===== src/imu_afp_pkg.sv =====
// Shared types and constants for the IMU angle frame parser.
// Used by imu_afp_regs and imu_angle_frame_parser; depends on nothing else.
package imu_afp_pkg;

    // Register byte addresses on the configuration port.
    localparam logic [2:0] ADDR_HEADER = 3'd0;
    localparam logic [2:0] ADDR_TYPE   = 3'd4;

    localparam logic [7:0] HEADER_RESET = 8'h55;
    localparam logic [7:0] TYPE_RESET   = 8'h53;

    // Parse phase codes.
    localparam logic [1:0] PHASE_HUNT = 2'd0;
    localparam logic [1:0] PHASE_TYPE = 2'd1;
    localparam logic [1:0] PHASE_BODY = 2'd2;

    // Frame positions of the yaw bytes, counted from the header at zero.
    localparam int YAW_LO_POS = 6;
    localparam int YAW_HI_POS = 7;

    typedef struct packed {
        logic [7:0] header_byte;
        logic [7:0] type_byte;
    } cfg_t;

endpackage


===== src/imu_afp_regs.sv =====
// Configuration registers of the IMU angle frame parser, on an APB-style port.
// Depends on imu_afp_pkg.
module imu_afp_regs (
    input  logic               aclk,
    input  logic               aresetn,
    input  logic               psel,
    input  logic               penable,
    input  logic               pwrite,
    input  logic [2:0]         paddr,
    input  logic [31:0]        pwdata,
    output logic [31:0]        prdata,
    output logic               pready,
    output imu_afp_pkg::cfg_t  cfg
);

    imu_afp_pkg::cfg_t cfg_reg;
    logic              wr_en;

    assign pready = 1'b1;
    assign wr_en  = psel && penable && pwrite;
    assign cfg    = cfg_reg;

    // The two low address bits do not select anything; bit 2 picks the register.
    always_ff @(posedge aclk) begin
        if (!aresetn) begin
            cfg_reg.header_byte <= imu_afp_pkg::HEADER_RESET;
            cfg_reg.type_byte   <= imu_afp_pkg::TYPE_RESET;
        end else if (wr_en) begin
            if (paddr[2] == imu_afp_pkg::ADDR_TYPE[2]) begin
                cfg_reg.type_byte <= pwdata[7:0];
            end else begin
                cfg_reg.header_byte <= pwdata[7:0];
            end
        end
    end

    always_comb begin
        if (paddr[2] == imu_afp_pkg::ADDR_TYPE[2]) begin
            prdata = {24'd0, cfg_reg.type_byte};
        end else begin
            prdata = {24'd0, cfg_reg.header_byte};
        end
    end

endmodule


===== src/imu_angle_frame_parser.sv =====
// Top level of the IMU angle frame parser: byte framing, checksum and yaw output.
// Depends on imu_afp_pkg and imu_afp_regs.
//
// Takes one received byte per item, hunts for the header and type bytes, then
// collects a FRAME_LEN-byte frame. On the last byte it delivers one item with
// the raw yaw angle (frame bytes 6 and 7, LSB = 180/32768 degree) and a flag
// that is set when the last byte equals the 8-bit sum of all earlier bytes.
// A byte is taken in every cycle; the parser state updates in the same cycle
// and the result sits in a single output register. A frame's last byte is
// held off only while the previous result is still waiting to be taken.
module imu_angle_frame_parser #(
    parameter int FRAME_LEN = 11
) (
    input  logic               aclk,
    input  logic               aresetn,
    // Configuration port.
    input  logic               psel,
    input  logic               penable,
    input  logic               pwrite,
    input  logic [2:0]         paddr,
    input  logic [31:0]        pwdata,
    output logic [31:0]        prdata,
    output logic               pready,
    // Byte input.
    input  logic               s_valid,
    output logic               s_ready,
    input  logic [7:0]         s_rx_byte,
    // Result output.
    output logic               m_valid,
    input  logic               m_ready,
    output logic signed [15:0] m_yaw_angle,
    output logic               m_checksum_ok
);

    localparam int IDX_W = $clog2(FRAME_LEN);
    localparam logic [IDX_W-1:0] LAST_IDX = IDX_W'(FRAME_LEN - 1);
    localparam logic [IDX_W-1:0] YAW_LO   = IDX_W'(imu_afp_pkg::YAW_LO_POS);
    localparam logic [IDX_W-1:0] YAW_HI   = IDX_W'(imu_afp_pkg::YAW_HI_POS);

    imu_afp_pkg::cfg_t cfg;

    logic [1:0]       phase_reg, phase_next;
    logic [IDX_W-1:0] idx_reg, idx_next;
    logic [7:0]       sum_reg, sum_next;
    logic [7:0]       yaw_lo_reg, yaw_lo_next;
    logic [7:0]       yaw_hi_reg, yaw_hi_next;
    logic             m_valid_reg, m_valid_next;
    logic [15:0]      yaw_out_reg, yaw_out_next;
    logic             ok_out_reg, ok_out_next;

    logic             s_fire;
    logic             frame_last;

    imu_afp_regs u_regs (
        .aclk    (aclk),
        .aresetn (aresetn),
        .psel    (psel),
        .penable (penable),
        .pwrite  (pwrite),
        .paddr   (paddr),
        .pwdata  (pwdata),
        .prdata  (prdata),
        .pready  (pready),
        .cfg     (cfg)
    );

    // The next item completes a frame; this depends on state only.
    assign frame_last = (phase_reg == imu_afp_pkg::PHASE_BODY) && (idx_reg >= LAST_IDX);
    assign s_ready    = !(frame_last && m_valid_reg && !m_ready);
    assign s_fire     = s_valid && s_ready;

    assign m_valid       = m_valid_reg;
    assign m_yaw_angle   = yaw_out_reg;
    assign m_checksum_ok = ok_out_reg;

    always_comb begin
        phase_next   = phase_reg;
        idx_next     = idx_reg;
        sum_next     = sum_reg;
        yaw_lo_next  = yaw_lo_reg;
        yaw_hi_next  = yaw_hi_reg;
        yaw_out_next = yaw_out_reg;
        ok_out_next  = ok_out_reg;
        m_valid_next = m_valid_reg && !m_ready;

        if (s_fire) begin
            case (phase_reg)
                imu_afp_pkg::PHASE_HUNT: begin
                    if (s_rx_byte == cfg.header_byte) begin
                        phase_next = imu_afp_pkg::PHASE_TYPE;
                        sum_next   = s_rx_byte;
                        idx_next   = IDX_W'(1);
                    end
                end
                imu_afp_pkg::PHASE_TYPE: begin
                    if (s_rx_byte == cfg.type_byte) begin
                        phase_next = imu_afp_pkg::PHASE_BODY;
                        sum_next   = sum_reg + s_rx_byte;
                        idx_next   = IDX_W'(2);
                    end else begin
                        phase_next = imu_afp_pkg::PHASE_HUNT;
                        sum_next   = '0;
                        idx_next   = '0;
                    end
                end
                imu_afp_pkg::PHASE_BODY: begin
                    if (frame_last) begin
                        yaw_out_next = {yaw_hi_reg, yaw_lo_reg};
                        ok_out_next  = (s_rx_byte == sum_reg);
                        m_valid_next = 1'b1;
                        phase_next   = imu_afp_pkg::PHASE_HUNT;
                        sum_next     = '0;
                        idx_next     = '0;
                    end else begin
                        if (idx_reg == YAW_LO) begin
                            yaw_lo_next = s_rx_byte;
                        end else if (idx_reg == YAW_HI) begin
                            yaw_hi_next = s_rx_byte;
                        end
                        sum_next = sum_reg + s_rx_byte;
                        idx_next = idx_reg + IDX_W'(1);
                    end
                end
                default: begin
                    phase_next = imu_afp_pkg::PHASE_HUNT;
                    sum_next   = '0;
                    idx_next   = '0;
                end
            endcase
        end
    end

    always_ff @(posedge aclk) begin
        if (!aresetn) begin
            phase_reg   <= imu_afp_pkg::PHASE_HUNT;
            idx_reg     <= '0;
            sum_reg     <= '0;
            m_valid_reg <= 1'b0;
        end else begin
            phase_reg   <= phase_next;
            idx_reg     <= idx_next;
            sum_reg     <= sum_next;
            m_valid_reg <= m_valid_next;
        end
    end

    always_ff @(posedge aclk) begin
        yaw_lo_reg  <= yaw_lo_next;
        yaw_hi_reg  <= yaw_hi_next;
        yaw_out_reg <= yaw_out_next;
        ok_out_reg  <= ok_out_next;
    end

    // A completed frame always leaves a result and sends the parser back to hunting.
    a_frame_result: assert property (@(posedge aclk) disable iff (!aresetn)
        s_fire && frame_last |=> m_valid_reg && phase_reg == imu_afp_pkg::PHASE_HUNT
            && sum_reg == 8'd0)
        else $error("completed frame did not produce a result");

    // A pending result is never overwritten by the next frame.
    a_no_overwrite: assert property (@(posedge aclk) disable iff (!aresetn)
        m_valid_reg && !m_ready |-> !(s_fire && frame_last))
        else $error("pending result overwritten");

    // While collecting the body, the index stays within the frame.
    a_body_index: assert property (@(posedge aclk) disable iff (!aresetn)
        phase_reg == imu_afp_pkg::PHASE_BODY |-> idx_reg >= IDX_W'(2) && idx_reg <= LAST_IDX)
        else $error("body index out of range");

    // Hunting always starts from a cleared index and sum.
    a_hunt_clear: assert property (@(posedge aclk) disable iff (!aresetn)
        phase_reg == imu_afp_pkg::PHASE_HUNT |-> idx_reg == '0 && sum_reg == 8'd0)
        else $error("hunt phase with stale frame state");

endmodule

===== config.mk =====
export PLATFORM = sky130hd
export DESIGN_NAME = imu_angle_frame_parser
export DESIGN_NICKNAME = d
export VERILOG_FILES = /design/src/imu_afp_pkg.sv /design/src/imu_afp_regs.sv /design/src/imu_angle_frame_parser.sv
export SDC_FILE = /design/constraint.sdc
export NUM_CORES = 1
export LEC_CHECK = 0
export BUFFER_PORTS_ARGS = -buffer_cell sky130_fd_sc_hd__buf_2
export CAP_MARGIN = 20
export CORE_AREA = 2 2 89 100
export CTS_BUF_LIST = sky130_fd_sc_hd__clkbuf_2 sky130_fd_sc_hd__clkbuf_4 sky130_fd_sc_hd__clkbuf_8
export DETAILED_ROUTE_END_ITERATION = 10
export DIE_AREA = 0 0 91 102
export GPL_ROUTABILITY_DRIVEN = 1
export PLACE_DENSITY = 0.66
export SLEW_MARGIN = 20
export SYNTH_ARGS = -nofsm -noshare
export SYNTH_HDL_FRONTEND = slang
export SYNTH_SLANG_ARGS = --single-unit

===== constraint.sdc =====
create_clock -name aclk -period 6.15 [get_ports aclk]
set_input_delay 0.615 -clock aclk [delete_from_list [all_inputs] [get_ports aclk]]
set_output_delay 0.615 -clock aclk [all_outputs]
set_load 0.05 [all_outputs]

Word level (Yosys, flattened, before mapping) --
Cells that the tools add are included.
Storage, ports and cells: bits in registers 64, latch bits 0, memory bits (writable) 0, memory bits (read-only) 0, input bits 50, output and inout port bits 52, logic and storage cells 58, memories 0
Operators by class: add/subtract/negate cells 2, multiply operators 0, div/mod/pow operators 0, magnitude comparators 1, eq/ne operators 9, shift operators 0, mux-type cells 16, bitwise operators 3, reduce and logical (&&, ||, !) cells 17
Operators with widths (count):
- $mux W8 | 4
- $eq A8 B8 Y1 | 3
- $pmux W8 S3 | 1
- $pmux W4 S3 | 1
- $add A8 B8 Y8 | 1
- $eq A4 B3 Y1 const B | 2
- $mux W2 | 4
- $mux W4 | 2
- $logic_and A1 B1 Y1 | 7
- $pmux W2 S3 | 1
- $reduce_and A2 Y1 | 3
- $reduce_and A3 Y1 | 2
- $reduce_and A5 Y1 | 1
- $add A4 B1 Y4 const B | 1
- $ge A4 B4 Y1 const B | 1
- $ne A2 B2 Y1 const B | 2
- $reduce_and A4 Y1 | 1
- $mux W1 | 3
- $not A1 Y1 | 3
- $eq A2 B1 Y1 const B | 1
- $eq A2 B2 Y1 const B | 1
- $logic_not A1 Y1 | 2
- $logic_not A2 Y1 | 1

Longest topological paths before layout --
depth after elaboration 7, gate-level depth with buffers 8, depth with buffers taken out 7

Hierarchy --
From an unflattened synthesis, not the netlist that was laid out.
Second synthesis, totals: cells, all modules 282, area, all modules 3259.4 um^2
Modules (own cells, without submodules):
- imu_angle_frame_parser | instances 1, cells an instance 180, area an instance 2270.9 um^2, sequential area each 1291.2 um^2
- imu_afp_regs | instances 1, cells an instance 102, area an instance 988.4 um^2, sequential area each 320.3 um^2

Least setup slack after synthesis --
OpenSTA, ideal clock, no wires.
path kind register to register, from register idx_reg[0], to register yaw_hi_reg[0], enable pin, library setup time 0.385 ns, data arrival time 1.944 ns, data required time 5.765 ns, slack 3.821 ns, cell stages (with the launch flop) 7, buffers on the path 0, period minus slack after synthesis 2.329 ns, cells stage by stage dfxtp_1 inv_1 ha_1 o31a_1 a31oi_4 nand2_1 nor3b_1
On the way: word-level cells in the longest chain between the ends 7, elaborated cells between the ends (all ways) 11, those cells by class 1 x order compare; 2 x eq/ne; 2 x bitwise; 6 x reduce/logical
RTL lines:
- start, declared | line imu_angle_frame_parser.sv:43 | logic [IDX_W-1:0] idx_reg, idx_next;
- start signal, assigned | line imu_angle_frame_parser.sv:141 | idx_reg <= idx_next;
- $ge A4 B4 Y1 | line imu_angle_frame_parser.sv:68 | assign frame_last = (phase_reg == imu_afp_pkg::PHASE_BODY) && (idx_reg >= LAST_IDX);
- $logic_and A1 B1 Y1 | line imu_angle_frame_parser.sv:68
- $logic_and A1 B1 Y1 (2 in a row) | line imu_angle_frame_parser.sv:69 | assign s_ready = !(frame_last && m_valid_reg && !m_ready);
- $logic_not A1 Y1 | line imu_angle_frame_parser.sv:69
- $logic_and A1 B1 Y1 | line imu_angle_frame_parser.sv:70 | assign s_fire = s_valid && s_ready;
- $reduce_and A5 Y1 (no line) (*)
- end signal, assigned | line imu_angle_frame_parser.sv:149 | yaw_hi_reg <= yaw_hi_next;
- end, declared | line imu_angle_frame_parser.sv:46 | logic [7:0] yaw_hi_reg, yaw_hi_next;
Every way passes the cells marked *; elsewhere a longest branch is shown, timed or not. A chain may end at the register's enable or synchronous reset.

Final worst setup path --
from register idx_reg[0], to register yaw_hi_reg[4], enable pin
The elaborated chain is that of the path after synthesis.

==> out/metrics.csv <==
metric,value,unit
min-delay src,yaw_hi_reg[7],
worst path required time,6.14,ns
"most common cell after layout, fill and taps aside",buf_2,
vias in the first global route,2166,
post-synth cell types,53,
WHS,0.4181,ns
kind of critical path,register to register,
die width,91,µm
DRC violations left,0,
Inserted Clock Buffers,9,
final HPWL from detailed placement,4591,µm
Die Area,9282,µm²
cells along the critical path,inv_1 -> ha_1 -> o31a_1 -> a31oi_4 -> nand2_1 -> nor3b_2,
postcts setup bufs,0,
Peak VDD IR,0.09118,mV
initial antenna violation count,0,
CTS max path bufs,2,
CORE AREA,8233,µm²
Seq cells post-synth,64,
GR Overflow Total,0,
"Net count, final",406,
worst reg2reg path endpoint,yaw_hi_reg[4],
Synth-to-Final Area Change,13.27,%
worst path bufs/invs,1,
max_cap viols,0,
Crit path max-delay family,compound AO/OA/AOI/OAI gates,
RSZ-0062 raised after global routing,no,
Startpoint Class,register,
FP Rows,35,
wire length per cell,13.68,µm
Synth area leader,edfxtp_1,
first-pass iteration count of the detailed router,4,
Clock Skew,0.007535,ns
Via density,4.855,
Setup Viol. Count Final,0,
f_max,0.3868,GHz
total track usage,0.1444,
Slew @ Worst Pin,0.8283,ns
Power Density,242.0,nW/µm²
share of cells above drive strength 1,0.2479,
clk_lat worst skew,0.36,ns
register area share after synthesis,0.4998,
First DRT Iteration DRCs,116,
first-pass GRT wire length,10320,µm
Initial Util,0.3916,
Period minus WS final,2.586,ns
DR vias,2243,
relative slew slack,0.4441,
Top-Level Pins,102,
Syn Area/Cell,10.89,µm²
setup tns final,0,ns
CTS root buffer,clkbuf_8,
Final ANT Viol Nets,0,
Critical Path Sink Type,register,
"leading cell types in the layout, fill and taps excluded","50 x buf_2, 40 x nand2_1, 33 x edfxtp_1, 31 x dfxtp_1, 25 x conb_1",
status,finished clean,
"top cells by area, synth","edfxtp_1 31%, dfxtp_1 19%, buf_4 6.1%",
Synth Cell Area,3224,µm²
slowest cell delay on critical path,0.57,ns
Final Max Tran Viols,0,
asr flop ratio synth,0,
Die Y,102,µm
Routed WL,6321,µm
synthesized instance count,296,
CTS tree,done,
Post-synth EDFFs,33,
H-tree Lvls,3,
placed cells,446,
Final Non-Filler Cells,462,
clock transition at the registers of the reported paths,0.07,ns
top_reg_cell synth,edfxtp_1,
CTS sink count,64,
Leak,1.417,nW
Final Hold Vio Count,0,
Port Buffers,50,
HP Class,register to register,
R2R setup slack,3.56,ns
placer congestion estimate,0.7584,
Final period util,0.4204,
Hold Path Cell Cnt,0,
# diodes,0,
hold-critical path endpoint,m_yaw_angle[15],
YS warnings,0,
CTS Hold Bufs,0,
Crit-path slowest cell,nor3b_2,
Synth top area share,0.3073,
maximum fanout along the worst path,15,
"Gates resized, CTS repair",0,
reg2reg start,idx_reg[0],
largest net degree at the start of global routing,21,
Critical Path AT,2.58,ns
Worst Reg-to-Reg Cells,6,
==> Yosys cell counts (3+ instances only) <==
| library cell | n |
|---|---|
| nand2_1 | 40 |
| edfxtp_1 | 33 |
| dfxtp_1 | 31 |
| buf_4 | 26 |
| a21oi_1 | 22 |
| xnor2_1 | 19 |
| nand3_1 | 12 |
| a211oi_1 | 10 |
| ha_1 | 9 |
| mux2_2 | 8 |
| nor2_1 | 7 |
| a22oi_1 | 6 |
| clkbuf_1 | 5 |
| inv_1 | 5 |
| and3_1 | 3 |
| nand4_1 | 3 |
| o21a_1 | 3 |
| o21ai_0 | 3 |
| o31a_1 | 3 |
==> cell type report <==
| cell class | count | area, µm² |
|---|---|---|
| fill | 819 | 4581 |
| sequential | 64 | 1612 |
| multi-input combinational | 216 | 1453 |
| timing repair buffer | 50 | 250.2 |
| tap | 111 | 138.9 |
| clock buffer | 10 | 137.6 |
| clock inverter | 6 | 42.54 |
| inverter | 5 | 18.77 |
==> power breakdown <==
part / total [mW] / switching, mW / internal [mW]
registers: 0.453 / 0.00355 / 0.450
logic: 0.103 / 0.0775 / 0.0256
clock network: 0.328 / 0.169 / 0.158
==> routing by layer <==
metal / track usage / routed length (µm)
met5: 0 / 0
met4: 0.05828 / 109
met3: 0.04130 / 318
met2: 0.2575 / 3135
met1: 0.1646 / 2757
==> logic make-up after synthesis <==
group	Yosys count	share of synthesized area
adders and majority gates	10	0.04113
DFF	64	0.4998
muxes	9	0.03105
buffers and inverters	39	0.07800
other	2	0.002329
AOI/OAI and AO/OA	65	0.1506
xor gates and xnor gates	21	0.05704
and+or+nand+nor	86	0.1401
==> stage by stage <==
step / worst slack, ns / area (µm²) / util / total power, mW
detailed placement: 3.185 / 3467 / 0.4211 / 0.5657
global placement: 3.220 / 3467 / 0.4211 / 0.5645
floorplan: 3.821 / 3311 / - / 0.5540
global route: 3.377 / 3652 / 0.4436 / 0.9180
CTS: 3.166 / 3647 / 0.4430 / 0.8912
finish: 3.564 / 3652 / 0.4436 / 0.8839
==> worst max-delay path by stage <==
stage,from,end,slack [ns],cells past startpoint
2_1_floorplan,idx_reg[0],yaw_hi_reg[0],3.82,6
3_3_place_gp,idx_reg[0],yaw_hi_reg[3],3.22,6
3_5_place_dp,idx_reg[0],yaw_hi_reg[6],3.19,6
4_1_cts,idx_reg[0],yaw_hi_reg[4],3.17,6
5_1_grt,idx_reg[0],yaw_hi_reg[0],3.38,6
6_report,idx_reg[0],yaw_hi_reg[4],3.56,6
Power figures use the tool's default switching activity.
